File: config.mk
export PLATFORM = sky130hd
export DESIGN_NAME = video_controller_register_xy_access_flat
export DESIGN_NICKNAME = d
export VERILOG_FILES = /design/src/design/vcxy_pkg.sv /design/src/design/vcxy_in_if.sv /design/src/design/vcxy_out_if.sv /design/src/design/vcxy_cfg_if.sv /design/src/design/vcxy_bank.sv /design/src/design/vcxy_exec.sv /design/src/design/video_controller_register_xy_access.sv /design/src/flat_wrapper.sv
export SDC_FILE = /design/constraint.sdc
export NUM_CORES = 1
export LEC_CHECK = 0
export BUFFER_PORTS_ARGS = -buffer_cell sky130_fd_sc_hd__buf_2
export CAP_MARGIN = 15
export CORE_AREA = 4 4 205 187
export CTS_BUF_LIST = sky130_fd_sc_hd__clkbuf_8
export DETAILED_ROUTE_END_ITERATION = 7
export DIE_AREA = 0 0 209 191
export GPL_ROUTABILITY_DRIVEN = 0
export PLACE_DENSITY = 0.66
export RECOVER_POWER = 50
export SYNTH_ARGS = -nofsm -noshare
export SYNTH_HDL_FRONTEND = slang
export SYNTH_SLANG_ARGS = --single-unit
File: constraint.sdc
create_clock -name clk -period 7.5 [get_ports clk]
set_input_delay 1.5 -clock clk [delete_from_list [all_inputs] [get_ports clk]]
set_output_delay 1.5 -clock clk [all_outputs]
set_load 0.05 [all_outputs]
File: src/design/vcxy_pkg.sv
`default_nettype none
package vcxy_pkg;

  localparam int unsigned FUNC_W   = 3;
  localparam int unsigned OFFSET_W = 7;
  localparam int unsigned BYTE_W   = 8;
  localparam int unsigned WORD_W   = 16;
  localparam int unsigned MASK_W   = 2;
  localparam int unsigned IDX_W    = 5;

  // Request codes.
  localparam logic [FUNC_W-1:0] FUNC_REG_WR = 3'd0;
  localparam logic [FUNC_W-1:0] FUNC_REG_RD = 3'd1;
  localparam logic [FUNC_W-1:0] FUNC_XY_WR  = 3'd2;
  localparam logic [FUNC_W-1:0] FUNC_XY_RD  = 3'd3;
  localparam logic [FUNC_W-1:0] FUNC_TICK   = 3'd4;

  // Register indexes with side effects.
  localparam logic [IDX_W-1:0] R_VERINT    = 5'd10;
  localparam logic [IDX_W-1:0] R_CONTROL1  = 5'd11;
  localparam logic [IDX_W-1:0] R_CONTROL2  = 5'd12;
  localparam logic [IDX_W-1:0] R_STATUS    = 5'd13;
  localparam logic [IDX_W-1:0] R_XYADDRESS = 5'd15;

  localparam int unsigned CTRL1_VINT_EN_BIT = 10;
  localparam int unsigned CTRL2_DISP_EN_BIT = 13;
  localparam logic [WORD_W-1:0] STATUS_VINT = 16'h0001;

  // Coordinate adjust codes.
  localparam logic [1:0] STEP_KEEP = 2'd0;
  localparam logic [1:0] STEP_INC  = 2'd1;
  localparam logic [1:0] STEP_DEC  = 2'd2;
  localparam logic [1:0] STEP_ZERO = 2'd3;

  typedef struct packed {
    logic              en;
    logic [IDX_W-1:0]  addr;
    logic [WORD_W-1:0] data;
  } bank_wr_t;

  typedef struct packed {
    logic [BYTE_W-1:0] read_data;
    logic              supported;
    logic [BYTE_W-1:0] pixel_x;
    logic [BYTE_W-1:0] pixel_y;
    logic              pixel_write;
    logic              pixel_read;
    logic [BYTE_W-1:0] pixel_data;
    logic              interrupt;
    logic              display_blanked;
  } result_t;

  // Power-on defaults of the register bank.
  function automatic logic [WORD_W-1:0] reset_value(input logic [IDX_W-1:0] idx);
    logic [WORD_W-1:0] v;
    case (idx)
      5'd0:    v = 16'h0010;
      5'd1:    v = 16'h0020;
      5'd2:    v = 16'h01f0;
      5'd3:    v = 16'h0200;
      5'd4:    v = 16'h0004;
      5'd5:    v = 16'h0010;
      5'd6:    v = 16'h00f0;
      5'd7:    v = 16'h0100;
      5'd11:   v = 16'h7000;
      5'd12:   v = 16'h0600;
      5'd14:   v = 16'h0010;
      default: v = 16'h0000;
    endcase
    return v;
  endfunction

  function automatic logic [BYTE_W-1:0] step_coord(input logic [BYTE_W-1:0] c,
                                                   input logic [1:0] code);
    logic [BYTE_W-1:0] r;
    case (code)
      STEP_INC:  r = c + 8'd1;
      STEP_DEC:  r = c - 8'd1;
      STEP_ZERO: r = '0;
      default:   r = c;
    endcase
    return r;
  endfunction

endpackage
`default_nettype wire

File: src/design/vcxy_in_if.sv
`default_nettype none
interface vcxy_in_if;
  logic       valid;
  logic       ready;
  logic [2:0] func;
  logic [6:0] offset;
  logic [7:0] data;

  modport source (output valid, output func, output offset, output data, input ready);
  modport sink   (input valid, input func, input offset, input data, output ready);
endinterface
`default_nettype wire

File: src/design/vcxy_out_if.sv
`default_nettype none
interface vcxy_out_if;
  logic       valid;
  logic       ready;
  logic [7:0] read_data;
  logic       supported;
  logic [7:0] pixel_x;
  logic [7:0] pixel_y;
  logic       pixel_write;
  logic       pixel_read;
  logic [7:0] pixel_data;
  logic       interrupt;
  logic       display_blanked;

  modport source (output valid, output read_data, output supported, output pixel_x,
                  output pixel_y, output pixel_write, output pixel_read,
                  output pixel_data, output interrupt, output display_blanked,
                  input ready);
  modport sink   (input valid, input read_data, input supported, input pixel_x,
                  input pixel_y, input pixel_write, input pixel_read,
                  input pixel_data, input interrupt, input display_blanked,
                  output ready);
endinterface
`default_nettype wire

File: src/design/vcxy_cfg_if.sv
`default_nettype none
interface vcxy_cfg_if;
  logic       valid;
  logic       ready;
  logic [1:0] data;

  modport source (output valid, output data, input ready);
  modport sink   (input valid, input data, output ready);
endinterface
`default_nettype wire

File: src/design/vcxy_bank.sv
`default_nettype none
module vcxy_bank #(
  parameter int unsigned NUM_REGS = 18
) (
  input  wire logic                        clk,
  input  wire logic                        rst_n,
  input  wire logic                        rd_en,
  input  wire logic [vcxy_pkg::IDX_W-1:0]  rd_addr,
  input  wire vcxy_pkg::bank_wr_t          wr,
  output logic      [vcxy_pkg::WORD_W-1:0] rd_value
);
  import vcxy_pkg::*;

  localparam logic [IDX_W:0] DEPTH = (IDX_W + 1)'(NUM_REGS);

  logic [WORD_W-1:0] mem [NUM_REGS];
  logic [NUM_REGS-1:0] written_r;

  logic [WORD_W-1:0] mem_rd_r;
  logic [IDX_W-1:0]  rd_addr_r;
  logic              rd_written_r;
  logic              fwd_hit_r;
  logic [WORD_W-1:0] fwd_data_r;
  logic              rd_in_range;
  logic              wr_in_range;

  assign rd_in_range = {1'b0, rd_addr} < DEPTH;
  assign wr_in_range = {1'b0, wr.addr} < DEPTH;

  always_ff @(posedge clk) begin
    if (wr.en && wr_in_range) begin
      mem[wr.addr] <= wr.data;
    end
    if (rd_en && rd_in_range) begin
      mem_rd_r <= mem[rd_addr];
    end
  end

  // An entry never written since reset reads as its default.
  always_ff @(posedge clk) begin
    if (!rst_n) begin
      written_r <= '0;
    end else if (wr.en && wr_in_range) begin
      written_r[wr.addr] <= 1'b1;
    end
  end

  // A write landing on the same edge as the read is forwarded.
  always_ff @(posedge clk) begin
    if (rd_en) begin
      rd_addr_r    <= rd_addr;
      rd_written_r <= rd_in_range && written_r[rd_addr];
      fwd_hit_r    <= wr.en && (wr.addr == rd_addr);
      fwd_data_r   <= wr.data;
    end
  end

  always_comb begin
    if (fwd_hit_r) begin
      rd_value = fwd_data_r;
    end else if (rd_written_r) begin
      rd_value = mem_rd_r;
    end else begin
      rd_value = reset_value(rd_addr_r);
    end
  end

endmodule
`default_nettype wire

File: src/design/vcxy_exec.sv
`default_nettype none
module vcxy_exec (
  input  wire logic                          clk,
  input  wire logic                          rst_n,
  input  wire logic                          advance,
  input  wire logic [vcxy_pkg::FUNC_W-1:0]   func,
  input  wire logic [vcxy_pkg::OFFSET_W-1:0] offset,
  input  wire logic [vcxy_pkg::BYTE_W-1:0]   data,
  input  wire logic                          hi,
  input  wire logic                          in_bank,
  input  wire logic [vcxy_pkg::WORD_W-1:0]   rd_value,
  output vcxy_pkg::bank_wr_t                 wr,
  output vcxy_pkg::result_t                  res
);
  import vcxy_pkg::*;

  localparam logic [WORD_W-1:0] CTRL1_RESET = reset_value(R_CONTROL1);
  localparam logic [WORD_W-1:0] CTRL2_RESET = reset_value(R_CONTROL2);

  // Copies of the two control bits that every request may need.
  logic vint_en_r;
  logic vint_en_nxt;
  logic disp_en_r;
  logic disp_en_nxt;

  logic [IDX_W-1:0]  reg_idx;
  logic [BYTE_W-1:0] x_cur;
  logic [BYTE_W-1:0] y_cur;

  assign reg_idx = offset[OFFSET_W-1:2];
  assign x_cur   = rd_value[BYTE_W-1:0];
  assign y_cur   = rd_value[WORD_W-1:BYTE_W];

  always_comb begin
    wr  = '0;
    res = '0;
    unique case (func) inside
      FUNC_REG_WR: begin
        if (in_bank) begin
          wr.en   = 1'b1;
          wr.addr = reg_idx;
          wr.data = hi ? {data, x_cur} : {y_cur, data};
          res.supported = (reg_idx == R_VERINT) || (reg_idx == R_CONTROL1) ||
                          (reg_idx == R_CONTROL2) || (reg_idx == R_XYADDRESS);
        end
      end
      FUNC_REG_RD: begin
        if (in_bank) begin
          res.read_data = hi ? y_cur : x_cur;
          if (reg_idx == R_STATUS) begin
            wr.en   = 1'b1;
            wr.addr = R_STATUS;
            wr.data = '0;
          end
          res.supported = (reg_idx == R_STATUS) || (reg_idx == R_CONTROL1) ||
                          (reg_idx == R_CONTROL2) || (reg_idx == R_XYADDRESS);
        end
      end
      FUNC_XY_WR, FUNC_XY_RD: begin
        res.pixel_x     = x_cur;
        res.pixel_y     = y_cur;
        res.pixel_write = (func == FUNC_XY_WR);
        res.pixel_read  = (func == FUNC_XY_RD);
        res.pixel_data  = (func == FUNC_XY_WR) ? data : '0;
        if (offset != '0) begin
          wr.en   = 1'b1;
          wr.addr = R_XYADDRESS;
          wr.data = {step_coord(y_cur, offset[4:3]), step_coord(x_cur, offset[2:1])};
        end
      end
      FUNC_TICK: begin
        if (vint_en_r) begin
          wr.en         = 1'b1;
          wr.addr       = R_STATUS;
          wr.data       = rd_value | STATUS_VINT;
          res.interrupt = 1'b1;
        end
      end
      default: begin
      end
    endcase

    vint_en_nxt = vint_en_r;
    disp_en_nxt = disp_en_r;
    if (wr.en && (wr.addr == R_CONTROL1)) begin
      vint_en_nxt = wr.data[CTRL1_VINT_EN_BIT];
    end
    if (wr.en && (wr.addr == R_CONTROL2)) begin
      disp_en_nxt = wr.data[CTRL2_DISP_EN_BIT];
    end
    res.display_blanked = !disp_en_nxt;
  end

  always_ff @(posedge clk) begin
    if (!rst_n) begin
      vint_en_r <= CTRL1_RESET[CTRL1_VINT_EN_BIT];
      disp_en_r <= CTRL2_RESET[CTRL2_DISP_EN_BIT];
    end else if (advance) begin
      vint_en_r <= vint_en_nxt;
      disp_en_r <= disp_en_nxt;
    end
  end

endmodule
`default_nettype wire

File: src/design/video_controller_register_xy_access.sv
`default_nettype none
// Register side of a video controller. Each request on in_req is a byte-wide
// register write or read, an XY pixel write or read, or a frame tick, and it
// produces exactly one result on out_res, in request order. The 16-bit register
// bank lives in a synchronous memory: a request reads its register on the edge it
// is accepted, and the result is formed, written back and registered as it leaves
// the read stage. A write that meets a read of the same register on one edge is
// forwarded. A new request is accepted every cycle unless the output register is
// full and out_res.ready is low; then the result holds there and the request
// behind it waits in the read stage. Reset restores the manual defaults at once
// through per-register written flags, so no clearing pass is needed. cfg_wr sets
// the byte half-select mask and should be written only while idle.
module video_controller_register_xy_access #(
  parameter int unsigned NUM_REGS = 18
) (
  input  wire logic clk,
  input  wire logic rst_n,
  vcxy_in_if.sink   in_req,
  vcxy_out_if.source out_res,
  vcxy_cfg_if.sink  cfg_wr
);
  import vcxy_pkg::*;

  localparam logic [IDX_W:0] DEPTH = (IDX_W + 1)'(NUM_REGS);

  logic [MASK_W-1:0] half_mask_r;

  // Read stage: the request whose register is being fetched.
  logic                s1_valid_r;
  logic [FUNC_W-1:0]   s1_func_r;
  logic [OFFSET_W-1:0] s1_offset_r;
  logic [BYTE_W-1:0]   s1_data_r;
  logic                s1_hi_r;
  logic                s1_in_bank_r;

  // Output register.
  logic    out_valid_r;
  result_t res_r;

  logic             accept;
  logic             advance;
  logic [IDX_W-1:0] in_idx;
  logic [IDX_W-1:0] rd_addr;
  logic [WORD_W-1:0] rd_value;
  bank_wr_t         wr;
  result_t          res;

  assign cfg_wr.ready = 1'b1;

  always_ff @(posedge clk) begin
    if (!rst_n) begin
      half_mask_r <= '0;
    end else if (cfg_wr.valid) begin
      half_mask_r <= cfg_wr.data;
    end
  end

  assign advance      = s1_valid_r && (!out_valid_r || out_res.ready);
  assign in_req.ready = !s1_valid_r || advance;
  assign accept       = in_req.valid && in_req.ready;
  assign in_idx       = in_req.offset[OFFSET_W-1:2];

  // Pixel requests always work on the XY address, frame ticks on status.
  always_comb begin
    case (in_req.func) inside
      FUNC_XY_WR, FUNC_XY_RD: rd_addr = R_XYADDRESS;
      FUNC_TICK:              rd_addr = R_STATUS;
      default:                rd_addr = in_idx;
    endcase
  end

  always_ff @(posedge clk) begin
    if (!rst_n) begin
      s1_valid_r <= 1'b0;
    end else if (accept) begin
      s1_valid_r <= 1'b1;
    end else if (advance) begin
      s1_valid_r <= 1'b0;
    end
  end

  always_ff @(posedge clk) begin
    if (accept) begin
      s1_func_r    <= in_req.func;
      s1_offset_r  <= in_req.offset;
      s1_data_r    <= in_req.data;
      s1_hi_r      <= (in_req.offset[MASK_W-1:0] & half_mask_r) != '0;
      s1_in_bank_r <= {1'b0, in_idx} < DEPTH;
    end
  end

  vcxy_bank #(
    .NUM_REGS (NUM_REGS)
  ) u_bank (
    .clk      (clk),
    .rst_n    (rst_n),
    .rd_en    (accept),
    .rd_addr  (rd_addr),
    .wr       (wr),
    .rd_value (rd_value)
  );

  // Write-back only happens when the request moves on, so a stalled request
  // never updates the bank twice.
  bank_wr_t wr_gated;
  assign wr = wr_gated;

  bank_wr_t wr_exec;
  always_comb begin
    wr_gated    = wr_exec;
    wr_gated.en = wr_exec.en && advance;
  end

  vcxy_exec u_exec (
    .clk      (clk),
    .rst_n    (rst_n),
    .advance  (advance),
    .func     (s1_func_r),
    .offset   (s1_offset_r),
    .data     (s1_data_r),
    .hi       (s1_hi_r),
    .in_bank  (s1_in_bank_r),
    .rd_value (rd_value),
    .wr       (wr_exec),
    .res      (res)
  );

  always_ff @(posedge clk) begin
    if (!rst_n) begin
      out_valid_r <= 1'b0;
    end else if (advance) begin
      out_valid_r <= 1'b1;
    end else if (out_res.ready) begin
      out_valid_r <= 1'b0;
    end
  end

  always_ff @(posedge clk) begin
    if (advance) begin
      res_r <= res;
    end
  end

  assign out_res.valid           = out_valid_r;
  assign out_res.read_data       = res_r.read_data;
  assign out_res.supported       = res_r.supported;
  assign out_res.pixel_x         = res_r.pixel_x;
  assign out_res.pixel_y         = res_r.pixel_y;
  assign out_res.pixel_write     = res_r.pixel_write;
  assign out_res.pixel_read      = res_r.pixel_read;
  assign out_res.pixel_data      = res_r.pixel_data;
  assign out_res.interrupt       = res_r.interrupt;
  assign out_res.display_blanked = res_r.display_blanked;

endmodule
`default_nettype wire
File: src/flat_wrapper.sv
// flat-port wrapper written by rule: the top's interface ports become plain ports
module video_controller_register_xy_access_flat import vcxy_pkg::*;
#(
  parameter int unsigned NUM_REGS = 18
)
  (clk, rst_n, in_req_valid, in_req_func, in_req_offset, in_req_data, in_req_ready, out_res_valid, out_res_read_data, out_res_supported, out_res_pixel_x, out_res_pixel_y, out_res_pixel_write, out_res_pixel_read, out_res_pixel_data, out_res_interrupt, out_res_display_blanked, out_res_ready, cfg_wr_valid, cfg_wr_data, cfg_wr_ready);
  vcxy_in_if in_req_i ();
  vcxy_out_if out_res_i ();
  vcxy_cfg_if cfg_wr_i ();
  input  wire logic clk;
  input  wire logic rst_n;
  input wire logic [$bits(in_req_i.valid)-1:0] in_req_valid;
  input wire logic [$bits(in_req_i.func)-1:0] in_req_func;
  input wire logic [$bits(in_req_i.offset)-1:0] in_req_offset;
  input wire logic [$bits(in_req_i.data)-1:0] in_req_data;
  output wire logic [$bits(in_req_i.ready)-1:0] in_req_ready;
  output wire logic [$bits(out_res_i.valid)-1:0] out_res_valid;
  output wire logic [$bits(out_res_i.read_data)-1:0] out_res_read_data;
  output wire logic [$bits(out_res_i.supported)-1:0] out_res_supported;
  output wire logic [$bits(out_res_i.pixel_x)-1:0] out_res_pixel_x;
  output wire logic [$bits(out_res_i.pixel_y)-1:0] out_res_pixel_y;
  output wire logic [$bits(out_res_i.pixel_write)-1:0] out_res_pixel_write;
  output wire logic [$bits(out_res_i.pixel_read)-1:0] out_res_pixel_read;
  output wire logic [$bits(out_res_i.pixel_data)-1:0] out_res_pixel_data;
  output wire logic [$bits(out_res_i.interrupt)-1:0] out_res_interrupt;
  output wire logic [$bits(out_res_i.display_blanked)-1:0] out_res_display_blanked;
  input wire logic [$bits(out_res_i.ready)-1:0] out_res_ready;
  input wire logic [$bits(cfg_wr_i.valid)-1:0] cfg_wr_valid;
  input wire logic [$bits(cfg_wr_i.data)-1:0] cfg_wr_data;
  output wire logic [$bits(cfg_wr_i.ready)-1:0] cfg_wr_ready;
  assign in_req_i.valid = in_req_valid;
  assign in_req_i.func = in_req_func;
  assign in_req_i.offset = in_req_offset;
  assign in_req_i.data = in_req_data;
  assign in_req_ready = in_req_i.ready;
  assign out_res_valid = out_res_i.valid;
  assign out_res_read_data = out_res_i.read_data;
  assign out_res_supported = out_res_i.supported;
  assign out_res_pixel_x = out_res_i.pixel_x;
  assign out_res_pixel_y = out_res_i.pixel_y;
  assign out_res_pixel_write = out_res_i.pixel_write;
  assign out_res_pixel_read = out_res_i.pixel_read;
  assign out_res_pixel_data = out_res_i.pixel_data;
  assign out_res_interrupt = out_res_i.interrupt;
  assign out_res_display_blanked = out_res_i.display_blanked;
  assign out_res_i.ready = out_res_ready;
  assign cfg_wr_i.valid = cfg_wr_valid;
  assign cfg_wr_i.data = cfg_wr_data;
  assign cfg_wr_ready = cfg_wr_i.ready;
  video_controller_register_xy_access #(.NUM_REGS(NUM_REGS)) u_core (.clk(clk), .rst_n(rst_n), .in_req(in_req_i), .out_res(out_res_i), .cfg_wr(cfg_wr_i));
endmodule
==> impl_metrics.ini <==
[status]
outcome = complete, but fails checks
violations = max-capacitance violations, max-slew violations

[worst_hold_path]
hp-class = flip-flop to flip-flop
worstHoldStart = u_core.u_bank.written_r[11]
min_delay_path_depth = 1
min_to = u_core.u_bank.written_r[11]

[clock_network]
cts.path.max_buffers = 3
path_clk_slew_ns = 0.06
ctsHoldBuffers = 0
htree_levels = 3
post_cts_resized = 0
cts_setup_buffers = 0
cts_tree = yes
cts.sinks = 416
cts_root_buf = clkbuf_8
clkLatencyLatePin_ns = 0.62
cts_buffers = 66

[sta]
post-route-period-util_pct = 75.0
finalHoldViolCount = 0
setup_viol = 0
layout_min_cycle_time_ns = 5.63
drv_slew = 194
clock.fmax_ghz = 0.178
holdWs_ns = 0.461
tns_ns = 0
final.setup_skew_ns = 0.0415
maxSlewHeadroom_pct = -95.4
tightest_slew_ns = 2.90
rsz0062_at_grt = no

[finish]
syn_to_final_growth_pct = 11.2
fin_nets = 1461
drive_gt1_share_pct = 12.2
fill_cells = 3037

[worst_setup_path]
cp-start-kind = primary input
reg2reg_slack_ns = 2.53
required_ns = 7.98
crit_fanout = 43
cp-end-kind = flip-flop
timing.rr.start = u_core.u_bank.rd_written_r
reg2reg_depth = 9
worst_r2r_endpoint = u_core.u_bank.mem[12][7]
cp.arrival_ns = 6.10
path_class = primary input to flip-flop

[logic_synthesis]
syn_nets = 1365
ys_seq_elements = 416
syn_area_um2 = 17900
synth.avg_cell_area_um2 = 13.6
synth_top_area_share_pct = 64.4
syn_inst = 1319
yosysWarnings = 0
synth_ff_type = edfxtp_1
ys_types = 79
synth_area_leaders = edfxtp_1 (64%), dfxtp_1 (3.6%), nand2_1 (3.0%)
synth-edff-count = 384
ys_seq_area_share_pct = 68.0
synth_common_cells = edfxtp_1 (384), nand2_1 (141), o22ai_1 (68), nor2_1 (59), a21oi_1 (49)
yosysMostFrequentCell = edfxtp_1
yosysTopAreaCell = edfxtp_1
ys_async_sr_fraction_pct = 0

[power_and_ir_drop]
irDropWorstVdd_uv = 166
powerDensity_nw_per_um2 = 246
power.leakage_nw = 6.84

[run]
cap_viol_max_count = 5

[floorplanning]
pin_count = 65
die_area_um2 = 39900
die_h_um = 191
fp.coreArea_um2 = 36000
start_util_pct = 49.7
die_w_um = 209
fp-row-count = 66

[global_route]
overflow = 0
grt_use_total_pct = 23.6
grt_max_degree = 64
grt_pass1_wl_um = 71500
grt_pass1_vias = 11329
antenna_found_initial = 0

[routing]
routed_wl_um = 48000
routed.top_layer = met4
wl_met2_um = 21600
met1_length_um = 20800
wl_per_cell_um = 24.7
drt_iter0_drc = 1300
drc = 0
wl_met3_um = 4220
vias_per_cell = 6.13
postRouteAntennaNets = 0
route.vias.total = 11893
drt_first_pass_iters = 7

[place]
dp_hpwl_um = 29600
io_buffers = 63
## worst max-delay path by stage
stage                    from                    endpoint
4_1_cts        in_req_func[2]   u_core.u_bank.mem_rd_r[3]
3_5_place_dp   in_req_func[2]   u_core.u_bank.mem_rd_r[3]
5_1_grt        in_req_func[2]  u_core.u_bank.mem_rd_r[10]
2_1_floorplan   out_res_ready                   flip-flop
6_report       in_req_func[1]   u_core.u_bank.mem_rd_r[7]
3_3_place_gp   in_req_func[2]   u_core.u_bank.mem_rd_r[3]
## sequential cells by signal (all words and copies together), names as in the netlist, 2 cells and up, named ones only
| signal | count |
|---|---|
| u_core.out_res.pixel_y | 8 |
| u_core.s1_offset_r | 7 |
| u_core.u_bank.rd_addr_r | 5 |
| u_core.u_bank.mem_rd_r | 16 |
| u_core.u_bank.mem | 288 |
| u_core.out_res.pixel_data | 8 |
| u_core.s1_func_r | 3 |
| u_core.half_mask_r | 2 |
| u_core.out_res.pixel_x | 8 |
| u_core.out_res.read_data | 8 |
| u_core.u_bank.written_r | 18 |
| u_core.s1_data_r | 8 |
| u_core.u_bank.fwd_data_r | 16 |
## per-layer routing
metal  vias up  GRT usage [%]
li1       5403              -
met1      5844           34.2
met2       558           36.1
met3        88           4.87
met4         0           7.95
met5         -              0
## through the flow
stage	power (W)	worst slack [ns]	cells	util, %	area (um2)
final	0.00489	1.87	1941	55.3	19900
after global routing	0.00507	1.54	1940	55.3	19900
after CTS	0.00493	2.82	1940	55.8	20100
after detailed placement	0.00317	2.16	1823	52.4	18900
after global placement	0.00316	2.23	1823	52.4	18900
after floorplan	0.00299	3.12	1319	-	17900
## worst max-delay path, cell delays in order
cell,delay [ns]
clkbuf_1,1.40
nor3b_4,0.17
nor3_1,1.12
inv_2,0.17
o21ai_2,0.37
o22ai_1,0.21
nor4_1,0.86
o41a_1,0.26
## power by group
group	total, W	switching [W]	internal [W]	leakage, nW
Clock	0.00177	0.000876	0.000893	0.696
Combinational	0.000495	0.000351	0.000143	2.28
Sequential	0.00263	0.0000288	0.00260	3.87
## cells in the final DEF, fill, tap and decap left out, types with 26 or more instances in the layout
cell type / n
a21oi_1: 49
and3_1: 34
buf_4: 26
clkbuf_1: 69
clkbuf_8: 69
dfxtp_1: 32
edfxtp_1: 384
inv_1: 54
mux2i_1: 36
nand2_1: 141
nor2_1: 57
o21ai_0: 38
o221a_2: 30
o22ai_1: 68
## cell type report
class	instances	area, um2	area share [%]
Sequential cell	416	12200	61.1
Multi-Input combinational cell	792	5320	26.7
Clock buffer	69	950	4.77
Tap cell	476	596	2.99
Timing Repair Buffer	108	519	2.61
Clock inverter	48	244	1.23
Inverter	31	116	0.584
Antenna cell	1	2.50	0.0126
## logic make-up (layout without fill, tap and decap cells)
group,after synthesis,count (layout),share of synthesized area (%)
flip-flops,416,416,68.0
AO/OA/AOI/OAI,376,376,15.5
AND/OR/NAND/NOR,343,343,9.56
buffers and inverters,111,256,2.55
multiplexers,43,43,2.47
adder cells (fa/ha/maj),21,21,1.55
XOR/XNOR,8,8,0.391
other,1,2,0.0209
Note: power is estimated with default switching activity, not from simulation.
